===== src/rtl/breakpoint_address_table_unit_macros.svh =====
// Assertion macros for the breakpoint address table RTL.
// Each macro expands to one clocked, reset-qualified concurrent assertion.
`ifndef BREAKPOINT_ADDRESS_TABLE_UNIT_MACROS_SVH
`define BREAKPOINT_ADDRESS_TABLE_UNIT_MACROS_SVH

// Same-cycle implication, ignored while reset is asserted.
`define BAT_ASSERT_NOW(label, clk, rst_n, ante, cons, msg) \
  label: assert property (@(posedge clk) disable iff (!rst_n) (ante) |-> (cons)) \
    else $error(msg);

// Next-cycle implication, ignored while reset is asserted.
`define BAT_ASSERT_NEXT(label, clk, rst_n, ante, cons, msg) \
  label: assert property (@(posedge clk) disable iff (!rst_n) (ante) |=> (cons)) \
    else $error(msg);

`endif


===== src/rtl/bat_pkg.sv =====
// Package for the breakpoint address table: operation codes, status codes,
// result field types and the lookup summary struct. No dependencies.
package bat_pkg;

  typedef enum logic [2:0] {
    OP_ADD      = 3'd0,
    OP_DELETE   = 3'd1,
    OP_CHECK    = 3'd2,
    OP_SET_TEMP = 3'd3,
    OP_ARRIVE   = 3'd4,
    OP_LIST     = 3'd5
  } op_e;

  typedef enum logic [1:0] {
    ST_OK       = 2'd0,
    ST_ADD_FULL = 2'd1,
    ST_DEL_NONE = 2'd2
  } status_e;

  // Breakpoint addresses are 16 bits wide.
  typedef logic [15:0] addr_t;

  // Slot number as reported on the result port.
  typedef logic [3:0] slot_field_t;

  // Slot index wide enough for the largest supported table of 64 slots.
  typedef logic [5:0] lk_idx_t;

  // Summary of comparing one address against the whole table.
  typedef struct packed {
    logic    add_found;
    lk_idx_t add_slot;
    logic    del_found;
    lk_idx_t del_slot;
    logic    hit;
    logic    arrive_hit;
  } lookup_t;

endpackage


===== src/rtl/bat_lookup.sv =====
// Parallel comparators and first-match selection for the breakpoint table.
// Depends on bat_pkg.
module bat_lookup #(
  parameter int SLOTS = 11
) (
  input  bat_pkg::addr_t   address,
  input  logic [SLOTS-1:0] slot_valid,
  input  bat_pkg::addr_t   slot_address [SLOTS],
  output bat_pkg::lookup_t result
);

  logic [SLOTS-1:0] eq;

  always_comb begin
    for (int j = 0; j < SLOTS; j++) begin
      eq[j] = (slot_address[j] == address);
    end
  end

  // Scanning from the top down leaves the lowest qualifying slot selected.
  always_comb begin
    result            = '0;
    result.hit        = |(slot_valid & eq);
    result.arrive_hit = slot_valid[0] & eq[0];
    for (int j = SLOTS - 1; j >= 1; j--) begin
      if (!slot_valid[j] || eq[j]) begin
        result.add_found = 1'b1;
        result.add_slot  = bat_pkg::lk_idx_t'(j);
      end
    end
    for (int j = SLOTS - 1; j >= 0; j--) begin
      if (eq[j]) begin
        result.del_found = 1'b1;
        result.del_slot  = bat_pkg::lk_idx_t'(j);
      end
    end
  end

endmodule


===== src/rtl/breakpoint_address_table_unit.sv =====
// Breakpoint address table: the top level, built on bat_lookup and bat_pkg.
// A request's first result is loaded into the output register when the request is accepted.
// Throughput: one request per cycle while the result channel is not stalled; a list request
// with N set slots gives N results and holds off new requests until its last is registered.
// Reset (synchronous, rst_n low) clears every valid bit and stored address at once.
module breakpoint_address_table_unit #(
  parameter int SLOTS = 11
) (
  input  logic                  clk,
  input  logic                  rst_n,
  // Request channel.
  input  logic                  in_valid,
  output logic                  in_stall,
  input  logic [2:0]            in_op,
  input  logic [15:0]           in_address,
  // Result channel.
  output logic                  out_valid,
  input  logic                  out_stall,
  output logic                  out_hit,
  output logic [1:0]            out_status,
  output logic [3:0]            out_slot,
  output logic [15:0]           out_entry_address,
  output logic                  out_entry_present,
  output logic                  out_any_set,
  output logic                  out_last
);

`include "breakpoint_address_table_unit_macros.svh"

  localparam int IdxW = $clog2(SLOTS);

  // The table itself. With at most 64 slots it lives in flip-flops, so
  // reset can clear it all at once and every slot has its own comparator.
  logic [SLOTS-1:0] slot_valid_r, slot_valid_nxt;
  bat_pkg::addr_t   slot_addr_r [SLOTS];

  // Slots still to be reported by a list request in progress.
  logic [SLOTS-1:0] list_mask_r, list_mask_nxt;

  // Output register.
  logic                  out_valid_r;
  logic                  hit_r, hit_nxt;
  bat_pkg::status_e      status_r, status_nxt;
  bat_pkg::slot_field_t  slot_r, slot_nxt;
  bat_pkg::addr_t        entry_addr_r, entry_addr_nxt;
  logic                  present_r, present_nxt;
  logic                  any_set_r;
  logic                  last_r, last_nxt;

  logic             listing;
  logic             load_ok;
  logic             accept;
  logic             list_step;
  logic             out_load;
  logic             addr_we;
  logic [IdxW-1:0]  addr_widx;

  logic [SLOTS-1:0] list_src;
  logic [SLOTS-1:0] list_low;
  logic [SLOTS-1:0] list_rest;
  logic [IdxW-1:0]  pick_idx;
  logic             pick_any;

  bat_pkg::lookup_t lk;
  logic [IdxW-1:0]  add_idx;
  logic [IdxW-1:0]  del_idx;

  // Handshake. The output register can take a new result when it is empty
  // or its current result leaves in this cycle. While a list request is
  // still walking the table, new requests are held off.
  assign listing   = |list_mask_r;
  assign load_ok   = !out_valid_r || !out_stall;
  assign in_stall  = listing || !load_ok;
  assign accept    = in_valid && !in_stall;
  assign list_step = listing && load_ok;

  bat_lookup #(
    .SLOTS (SLOTS)
  ) u_lookup (
    .address      (in_address),
    .slot_valid   (slot_valid_r),
    .slot_address (slot_addr_r),
    .result       (lk)
  );

  assign add_idx = lk.add_slot[IdxW-1:0];
  assign del_idx = lk.del_slot[IdxW-1:0];

  // List walk. A fresh list request starts from the valid bits; later steps
  // continue from the remaining mask. Each step isolates the lowest set bit
  // and reports that slot, so slots come out in ascending order.
  assign list_src  = listing ? list_mask_r : slot_valid_r;
  assign list_low  = list_src & (~list_src + {{(SLOTS-1){1'b0}}, 1'b1});
  assign list_rest = list_src & ~list_low;
  assign pick_any  = |list_src;

  always_comb begin
    pick_idx = '0;
    for (int j = 0; j < SLOTS; j++) begin
      if (list_low[j]) begin
        pick_idx = pick_idx | IdxW'(j);
      end
    end
  end

  // Operation decode: next table state and the next result.
  always_comb begin
    slot_valid_nxt = slot_valid_r;
    list_mask_nxt  = list_mask_r;
    addr_we        = 1'b0;
    addr_widx      = '0;
    out_load       = 1'b0;
    hit_nxt        = 1'b0;
    status_nxt     = bat_pkg::ST_OK;
    slot_nxt       = '0;
    entry_addr_nxt = '0;
    present_nxt    = 1'b0;
    last_nxt       = 1'b1;
    if (list_step) begin
      out_load       = 1'b1;
      slot_nxt       = bat_pkg::slot_field_t'(pick_idx);
      entry_addr_nxt = slot_addr_r[pick_idx];
      present_nxt    = 1'b1;
      last_nxt       = (list_rest == '0);
      list_mask_nxt  = list_rest;
    end else if (accept) begin
      out_load = 1'b1;
      unique case (bat_pkg::op_e'(in_op))
        bat_pkg::OP_ADD: begin
          if (lk.add_found) begin
            slot_valid_nxt[add_idx] = 1'b1;
            addr_we                 = 1'b1;
            addr_widx               = add_idx;
            slot_nxt                = bat_pkg::slot_field_t'(add_idx);
          end else begin
            status_nxt = bat_pkg::ST_ADD_FULL;
          end
        end
        bat_pkg::OP_DELETE: begin
          // The stored address decides, set or not.
          if (lk.del_found) begin
            slot_valid_nxt[del_idx] = 1'b0;
            slot_nxt                = bat_pkg::slot_field_t'(del_idx);
          end else begin
            status_nxt = bat_pkg::ST_DEL_NONE;
          end
        end
        bat_pkg::OP_CHECK: begin
          hit_nxt = lk.hit;
        end
        bat_pkg::OP_SET_TEMP: begin
          slot_valid_nxt[0] = 1'b1;
          addr_we           = 1'b1;
          addr_widx         = '0;
        end
        bat_pkg::OP_ARRIVE: begin
          if (lk.arrive_hit) begin
            slot_valid_nxt[0] = 1'b0;
            hit_nxt           = 1'b1;
          end
        end
        bat_pkg::OP_LIST: begin
          // An empty table gives one result with entry_present low.
          if (pick_any) begin
            slot_nxt       = bat_pkg::slot_field_t'(pick_idx);
            entry_addr_nxt = slot_addr_r[pick_idx];
            present_nxt    = 1'b1;
            last_nxt       = (list_rest == '0);
            list_mask_nxt  = list_rest;
          end
        end
        default: begin
          // Unused operation codes leave the table alone.
        end
      endcase
    end
  end

  // Table state.
  always_ff @(posedge clk) begin
    if (!rst_n) begin
      slot_valid_r <= '0;
      list_mask_r  <= '0;
      for (int j = 0; j < SLOTS; j++) begin
        slot_addr_r[j] <= '0;
      end
    end else begin
      slot_valid_r <= slot_valid_nxt;
      list_mask_r  <= list_mask_nxt;
      if (addr_we) begin
        slot_addr_r[addr_widx] <= in_address;
      end
    end
  end

  // Output register: valid is control, the rest is payload.
  always_ff @(posedge clk) begin
    if (!rst_n) begin
      out_valid_r <= 1'b0;
    end else if (load_ok) begin
      out_valid_r <= out_load;
    end
  end

  always_ff @(posedge clk) begin
    if (out_load) begin
      hit_r        <= hit_nxt;
      status_r     <= status_nxt;
      slot_r       <= slot_nxt;
      entry_addr_r <= entry_addr_nxt;
      present_r    <= present_nxt;
      any_set_r    <= |slot_valid_nxt;
      last_r       <= last_nxt;
    end
  end

  assign out_valid         = out_valid_r;
  assign out_hit           = hit_r;
  assign out_status        = status_r;
  assign out_slot          = slot_r;
  assign out_entry_address = entry_addr_r;
  assign out_entry_present = present_r;
  assign out_any_set       = any_set_r;
  assign out_last          = last_r;

  // A list walk only visits slots that are set.
  `BAT_ASSERT_NOW(a_list_subset, clk, rst_n, 1'b1, (list_mask_r & ~slot_valid_r) == '0,
                  "list walk holds a slot that is not set")
  // The table does not change while a list walk is in progress.
  `BAT_ASSERT_NEXT(a_list_frozen, clk, rst_n, listing, $stable(slot_valid_r),
                   "table changed during a list walk")
  // A result that is not the last of its request must be followed by more.
  `BAT_ASSERT_NEXT(a_more_follows, clk, rst_n, out_load && !last_nxt, listing,
                   "non-final result without a list walk behind it")
  // The registered any_set flag tracks the table until the next request.
  `BAT_ASSERT_NOW(a_any_set, clk, rst_n, out_valid_r, any_set_r == (|slot_valid_r),
                  "any_set disagrees with the table")

endmodule

===== config.mk =====
export PLATFORM = sky130hd
export DESIGN_NAME = breakpoint_address_table_unit
export DESIGN_NICKNAME = d
export VERILOG_FILES = /design/src/rtl/bat_pkg.sv /design/src/rtl/bat_lookup.sv /design/src/rtl/breakpoint_address_table_unit.sv
export VERILOG_INCLUDE_DIRS = /design/src /design/src/rtl
export SDC_FILE = /design/constraint.sdc
export NUM_CORES = 1
export LEC_CHECK = 0
export BUFFER_PORTS_ARGS = -buffer_cell sky130_fd_sc_hd__clkbuf_2
export CAP_MARGIN = 10
export CORE_MARGIN = 4
export CORE_UTILIZATION = 45
export DETAILED_ROUTE_END_ITERATION = 10
export PLACE_DENSITY = 0.72
export SLEW_MARGIN = 20
export SYNTH_ARGS = -nofsm -noshare
export SYNTH_HDL_FRONTEND = slang
export SYNTH_HIERARCHICAL = 1
export SYNTH_SLANG_ARGS = --single-unit
export TNS_END_PERCENT = 1

===== constraint.sdc =====
create_clock -name clk -period 9.1 [get_ports clk]
set_input_delay 1.365 -clock clk [delete_from_list [all_inputs] [get_ports clk]]
set_output_delay 1.365 -clock clk [all_outputs]
set_load 0.01 [all_outputs]

* Word-level counts from Yosys, hierarchy flattened
Index checks and enable logic that the tools add are counted.
Operators by class: add/subtract/negate cells 1, magnitude comparators 7, equality and inequality tests 16, multiplexer cells 84, bitwise logic cells 12, reductions and logical operators 42
Operators by type and width (number):
- 176-bit bitwise mux | 1
- 16-bit equality test | 11
- 7-bit two-way mux | 21
- 16-bit two-way mux | 7
- 11-bit two-way mux | 9
- 16-bit binary-select mux with 4-bit select | 1
- 16-bit demux with 4-bit select | 1
- 11-bit bitwise AND | 4
- 4-bit two-way mux | 11
- 11-bit OR reduction | 4
- 11-bit NOT | 3
- 10-bit one-hot mux with 2 select lines | 1
- 1-bit two-way mux | 18
- 1-bit zero test | 14
- 1-bit logical OR | 12
- 3-bit two-way mux | 4
- 4-bit one-hot mux with 3 select lines | 1
- 11-bit by 1-bit adder with 11-bit output, second input constant | 1
- 11-bit zero test | 1
- 11-bit bitwise OR | 1
- 5-bit greater-or-equal comparator, second input constant | 2
- 4-bit by 5-bit less-than comparator with 1-bit output, second input constant | 2
- 4-bit NOT with 5-bit output | 2
- 1-bit demux with 4-bit select | 2
- other kinds (16) | 28
Word-level totals: register bits 225, bits of input ports 23

* Longest topological paths before layout
Gate-level depths: netlist of run 1.
word-level depth 23, mapped depth 16, gate-level depth less buffers 14

* Hierarchy
The synthesis of run 1 kept the hierarchy.
Modules (own cells, without submodules):
- breakpoint_address_table_unit | instances 1, cells each 1298, area each 10376.2 um^2
- bat_lookup | instances 1, cells each 311, area each 2538.7 um^2

* Worst setup path after synthesis of run 1
OpenSTA, ideal clock, no wires.
path type input to register, start input in_address[13], end register slot_addr_r[165] (netlist bit), library setup time 0.128 ns, arrival 4.366 ns, required time 8.972 ns, setup slack 4.606 ns, cell stages on the path 16, buffers on the path 3, path through buf_6 xnor2_1 nand4_1 nor4_2 nor4_2 nor2b_4 nor2b_4 and2b_1 or2_2 nor3_1 nand2_1 a21boi_0 buf_1 buf_2 mux2i_1 nor2_1
RTL lines:
- from (decl) | RTL line breakpoint_address_table_unit.sv:15 | input logic [15:0] in_address,
- to (signal, indexed assignment) | RTL line breakpoint_address_table_unit.sv:191 | slot_addr_r[addr_widx] <= in_address;
- to (decl) | RTL line breakpoint_address_table_unit.sv:35 | bat_pkg::addr_t slot_addr_r [SLOTS];

==> qor.yml, run 1 <==
wl_per_cell_um: 21.8
num_io_pins: 51
power.share.combinational_pct: 7.5
min_period_ps: 5360
netlist_instances: 1604
period_share_pct: 58.9
grt_start_max_net_pins: 114
internal_power_w: 0.00166
sw_frac_of_total_pct: 25.2
crit_arrival_ps: 5760
grtUsageMet1_pct: 37.7
min_path_cells: 2
grt_use_total_pct: 26.8
drtIter0Drc: 1671
reg2reg_slack_ps: 4730
report.final.slew_viol_count: 0
multiInputGateArea_sq_mm: 0.00747
die_area_sq_mm: 0.0314
status: "finished, final reports clean"
finalSetupViolCount: 0
port_buffers: 50
fp.coreArea_sq_mm: 0.0280
grt-busiest-layer: "met2"
layout-drive-gt1-share_pct: 10.1
grt_pass1_wl_um: 66500
powerDensity_mw_per_mm2: 158
maxSlewHeadroom_pct: 35.1
place_congestion: 0.972
maxCapViolations: 0
gr-usage-met2_pct: 42.1
critical_path_class: "in2reg"
htreeDepth: 1
cp-start-kind: "input port"
hold_class: "reg2reg"
die_h_um: 177
drc: 0
clockBufferDepth: 3
antenna_found_initial: 1
detailed_place_hpwl_um: 28600
rsz0062_at_grt: "no"
cp.required_ps: 9500
vias: 12200
diodes: 0
first_pass_iters: 5
clock_sinks: 224
instances_no_fill: 1990
p_clk_share_pct: 46.7
r2r_start: "slot_addr_r[50]"
synth.avg_cell_area_sq_um: 8.03
r2r-end: "out_any_set"
syn-num-nets: 1627
grt_pass1_vias: 11300
synthToLayoutAreaGrowth_pct: 8.92
met3_usage_pct: 3.93
seq_power_share_pct: 45.7
die_w_um: 177
worstSetupEndpointType: "flip-flop"
cts_root_buf: "clkbuf_16"
max_freq_mhz: 186
hold_path.startpoint: "slot_addr_r[34]"
leakagePower_nw: 4.79
hold_violations: 0
min_to: "slot_addr_r[34]"
post_cts_resized: 0
yosys_warnings: 6
clk_pin_slew_worst_paths_ps: 60
dp_cells: 1944
routed_wl_um: 43300
cts_tree: "done"
p_switching_w: 0.000560
numCtsBuffers: 25
reg2regPathDepth: 14
start_util_pct: 46.0
fp-row-count: 61
worstMarginPinSlew_ps: 971
grt_overflow_total: 0
cp_max_fo: 22
num-fill-cells: 2683
tns_ps: 0
regArea_sq_mm: 0.00474
cts_hold_buf: 0
postCtsSetupRepairBufs: 0
viasPerCell: 6.15
synth_area_sq_mm: 0.0129
fin_nets: 1616
final_antenna_net_count: 0
fin_worst_skew_ps: 15.8
ir_drop_mv: 0.153
clk_latency_ps: 550
-- registers in the layout, summed over array words and instances (netlist names) --
name,cells
out_last,1
out_hit,1
out_slot,4
out_entry_address,16
list_mask_r,10
out_any_set,1
out_status,2
out_entry_present,1
slot_addr_r,176
out_valid,1
slot_valid_r,11
-- metrics by stage --
step / utilization [%] / hold WS [ps] / instance area (sq um) / setup slack (ps) / total power, W
after detailed placement: 47.1 / 471 / 13200 / 3410 / 0.00120
after global placement: 47.1 / 460 / 13200 / 3500 / 0.00120
final: 50.1 / 476 / 14000 / 3740 / 0.00222
after global routing: 50.1 / 495 / 14000 / 3550 / 0.00228
after CTS: 50.1 / 480 / 14000 / 3950 / 0.00223
after floorplan: - / 452 / 12900 / 4610 / 0.00115
-- critical path, cell delays in order --
cell and delay (ps):
clkbuf_2 460, xor2_1 320, nor4_1 640, nand4_1 270
nand2_1 210, or3_1 210, nor2b_4 50, nand2_1 140
inv_1 60, nor2_1 470, nand3_1 300, or3_1 710
a22oi_1 350, nor4_1 90, nand4_1 100
-- worst max-delay path by stage --
stage / startpoint / end / slack, ps
floorplan: in_address[13] / slot_addr_r[165] / 4610
global placement: in_address[13] / out_any_set / 3500
detailed placement: in_address[3] / out_any_set / 3410
CTS: in_address[6] / out_any_set / 3950
global route: in_address[6] / out_any_set / 3550
finish: in_address[15] / out_any_set / 3740
-- power groups by stage --
stage | Clock (W) | Combinational (W) | Sequential, W
final | 0.00104 | 0.000167 | 0.00101
after global routing | 0.00109 | 0.000177 | 0.00101
after CTS | 0.00105 | 0.000163 | 0.00101
after detailed placement | 0 | 0.000162 | 0.00104
after global placement | 0 | 0.000161 | 0.00104
after floorplan | 0 | 0.000113 | 0.00104
-- metal layers --
metal	vias to the layer above	wire length [um]
li1	5548	-
met1	5830	17900
met2	728	19200
met3	127	4420
met4	2	1800
met5	-	15
-- placed cells by master (no fill, tap or decap), types with 26 or more instances in the layout --
| master | count |
|---|---|
| nand2_1 | 416 |
| dfxtp_1 | 198 |
| a21oi_1 | 187 |
| xnor2_1 | 111 |
| nor2_1 | 66 |
| xor2_1 | 64 |
| clkbuf_2 | 50 |
| nand4_1 | 41 |
| nor4_1 | 31 |
| mux2i_1 | 31 |
| o21ai_0 | 29 |
| edfxtp_1 | 26 |
-- final cells by class --
cell class	count	share of cell area [%]
clock buffer	27	4.58
clock inverter	19	1.36
inverter	18	0.517
multi-input combinational	1249	53.2
sequential	224	33.8
tap	378	3.37
timing repair buffer	75	3.12
(Power assumes the default switching activity.)
==> inputs of run 2 (changes only) <==
==> constraint.sdc (replaced) <==
create_clock -name clk -period 5.4 [get_ports clk]
set_input_delay 0.81 -clock clk [delete_from_list [all_inputs] [get_ports clk]]
set_output_delay 0.81 -clock clk [all_outputs]
set_load 0.01 [all_outputs]
==> run 2 against run 1 <==
Sequential share of layout area decreased by 0.75 points; sequential power increased by 69%; core utilization increased by 1.1 points; hold slack improved by 5.0 ps; combinational power increased by 75%; power increased by 81%; die area unchanged; highest routed layer is now met4; global-route usage increased by 1.7 points; critical endpoint is now slot_addr_r[98].
==> qor.yml, run 2 (synthesis gave the netlist of run 1 again) <==
die_h_um: 177  # unchanged
critPathBufInv: 2  # unchanged
cp-start-kind: "input port"
min_period_ps: 4450
maxSlewHeadroom_pct: 34.7  # -0.40 points
dp_slack_ps: 497  # -2910 ps
hold_class: "reg2reg"
viasPerCell: 6.21  # +1.0%
htreeDepth: 1  # unchanged
powerDensity_mw_per_mm2: 280  # +77%
worstMarginPinSlew_ps: 980  # +8.87 ps
critical_path_class: "in2reg"
final_antenna_net_count: 0  # unchanged
max_stage_delay_ps: 720  # about the same
status: "finished, final reports clean"
top_register: "slot_addr_r"
dp_cells: 1968  # +1.2%
grt_pass1_vias: 11700  # +3.7%
die_w_um: 177  # unchanged
seq_power_share_pct: 42.6  # -3.1 points
drtIter0Drc: 1776  # +6.3%
cts_tree: "done"
post_cts_resized: 0  # unchanged
synthToLayoutAreaGrowth_pct: 11.4
instances_no_fill: 2014  # +1.2%
crit_arrival_ps: 4850  # -910 ps
fp-row-count: 61  # unchanged
hold_violations: 0  # unchanged
numCtsBuffers: 25  # unchanged
drc: 0  # unchanged
grt_overflow_total: 0  # unchanged
final_cell_mix: "416 x nand2_1, 198 x dfxtp_1, 187 x a21oi_1, 111 x xnor2_1, 67 x nor2_1"
max_freq_mhz: 225
finalSetupViolCount: 0  # unchanged
postCtsSetupRepairBufs: 0  # unchanged
ir_drop_mv: 0.229  # +49%
fp.coreArea_sq_mm: 0.0280  # unchanged
grt_start_max_net_pins: 147  # +29%
diodes: 0  # unchanged
crit_chain: "clkbuf_2 -> xor2_1 -> nor4_1 -> nand4_1 -> nand2_1 -> or3_1 -> nor2b_4 -> nand2_1 -> inv_1 -> nor2_1 -> nand3_1 -> or3_1 -> nand2_1 -> a21oi_1"
detailed_place_hpwl_um: 30700  # +7.4%
fin_worst_skew_ps: 18.7  # +2.91 ps
start_util_pct: 46.0  # unchanged
final_common_cell: "nand2_1"
power.share.combinational_pct: 7.3  # -0.2 points
num_io_pins: 51  # unchanged
clk_pin_slew_worst_paths_ps: 70  # about the same
grt_use_total_pct: 28.5  # +1.7 points
cpMostUsedCell: "nand2_1"
clock_sinks: 224  # unchanged
routed_wl_um: 45700  # +5.7%
place_congestion: 0.989  # +1.7%
antenna_found_initial: 0  # -1
period_share_pct: 82.4
clockBufferDepth: 3  # unchanged
wl_per_cell_um: 22.7  # +4.4%
cts_hold_buf: 0  # unchanged
cp_max_fo: 17  # -23%
worst_slack_ps: 948  # -2790 ps
clk_latency_ps: 560  # about the same
fin_nets: 1640  # +1.5%
layout-drive-gt1-share_pct: 11.8  # +1.7 points
vias: 12500  # +2.2%
worstSetupEndpointType: "flip-flop"
report.final.slew_viol_count: 0  # unchanged
grt_pass1_wl_um: 70300  # +5.7%
p_clk_share_pct: 50.1  # +3.4 points
port_buffers: 50  # unchanged
leakagePower_nw: 4.97  # +3.8%
rsz0062_at_grt: "no"
sw_frac_of_total_pct: 24.5  # -0.77 points
slowest_stage: "or3_1"
tns_ps: 0  # unchanged
die_area_sq_mm: 0.0314  # unchanged
cp_top_family: "simple AND/OR/NAND/NOR gates"
internal_power_w: 0.00303  # +83%
largest_reg_flops: 176  # unchanged
cp.required_ps: 5790  # -3710 ps
first_pass_iters: 8  # +3
maxCapViolations: 0  # unchanged
cts_root_buf: "clkbuf_16"
p_switching_w: 0.000983  # +75%
-- run 2: cell count changes in the layout (fill, tap and decap cells not counted), sizes merged --
| cell | before | now |
|---|---|---|
| inv | 20 | 19 |
| clkinvlp | 2 | 3 |
| clkinv | 12 | 5 |
| buf | 25 | 49 |
| clkbuf | 77 | 80 |
| bufinv | 3 | 7 |
-- run 2: cell type report --
class                           instances  area (sq um)
Fill cell                            2599         13700
Timing Repair Buffer                   99           631
Clock buffer                           30           684
Multi-Input combinational cell       1249          7470
Inverter                               18          75.1
Tap cell                              378           473
Sequential cell                       224          4740
Clock inverter                         16           277
-- run 2: power by group through the flow --
stage,Sequential [W],Clock [W],Combinational [W]
final,0.00171,0.00201,0.000293
after floorplan,0.00175,0,0.000191
after detailed placement,0.00175,0,0.000283
after global routing,0.00171,0.00209,0.000308
after global placement,0.00175,0,0.000282
after CTS,0.00171,0.00202,0.000285
-- run 2: metal layers --
metal | global-route usage (%) | wire [um] | up-vias
met3 | 5.58 | 4950 | 198
met2 | 43.5 | 19500 | 809
met1 | 38.5 | 18300 | 5903
met4 | 14.4 | 3030 | 0
met5 | 0 | 0 | -
li1 | - | - | 5598
-- run 2: per-stage QoR --
step           utilization, %  hold WS (ps)  cell area (sq um)  total power, W
4_1_cts                  51.2           480              14300         0.00401
3_5_place_dp             47.8           471              13400         0.00203
6_report                 51.2           481              14400         0.00401
3_3_place_gp             47.8           461              13400         0.00203
2_1_floorplan               -           452              12900         0.00194
5_1_grt                  51.2           495              14400         0.00411
-- run 2: path summary, 6_finish.rpt --
| kind | depth (start not counted) | endpoint | from | slack (ps) |
|---|---|---|---|---|
| max | 14 | slot_addr_r[98] | in_address[14] | 950 |
| min | 2 | slot_addr_r[1] | slot_addr_r[1] | 480 |
| min reg2reg | 2 | slot_addr_r[1] | slot_addr_r[1] | 480 |
| max reg2reg | 8 | out_entry_address[4] | list_mask_r[1] | 1300 |
-- run 2: worst reg2reg max path, stage by stage, from the launching register on --
cell,delay (ps)
dfxtp_1,400
or4_4,580
a311o_1,370
and4_4,230
a221oi_4,830
buf_4,300
mux2_2,380
a221oi_1,620
nor4_2,130
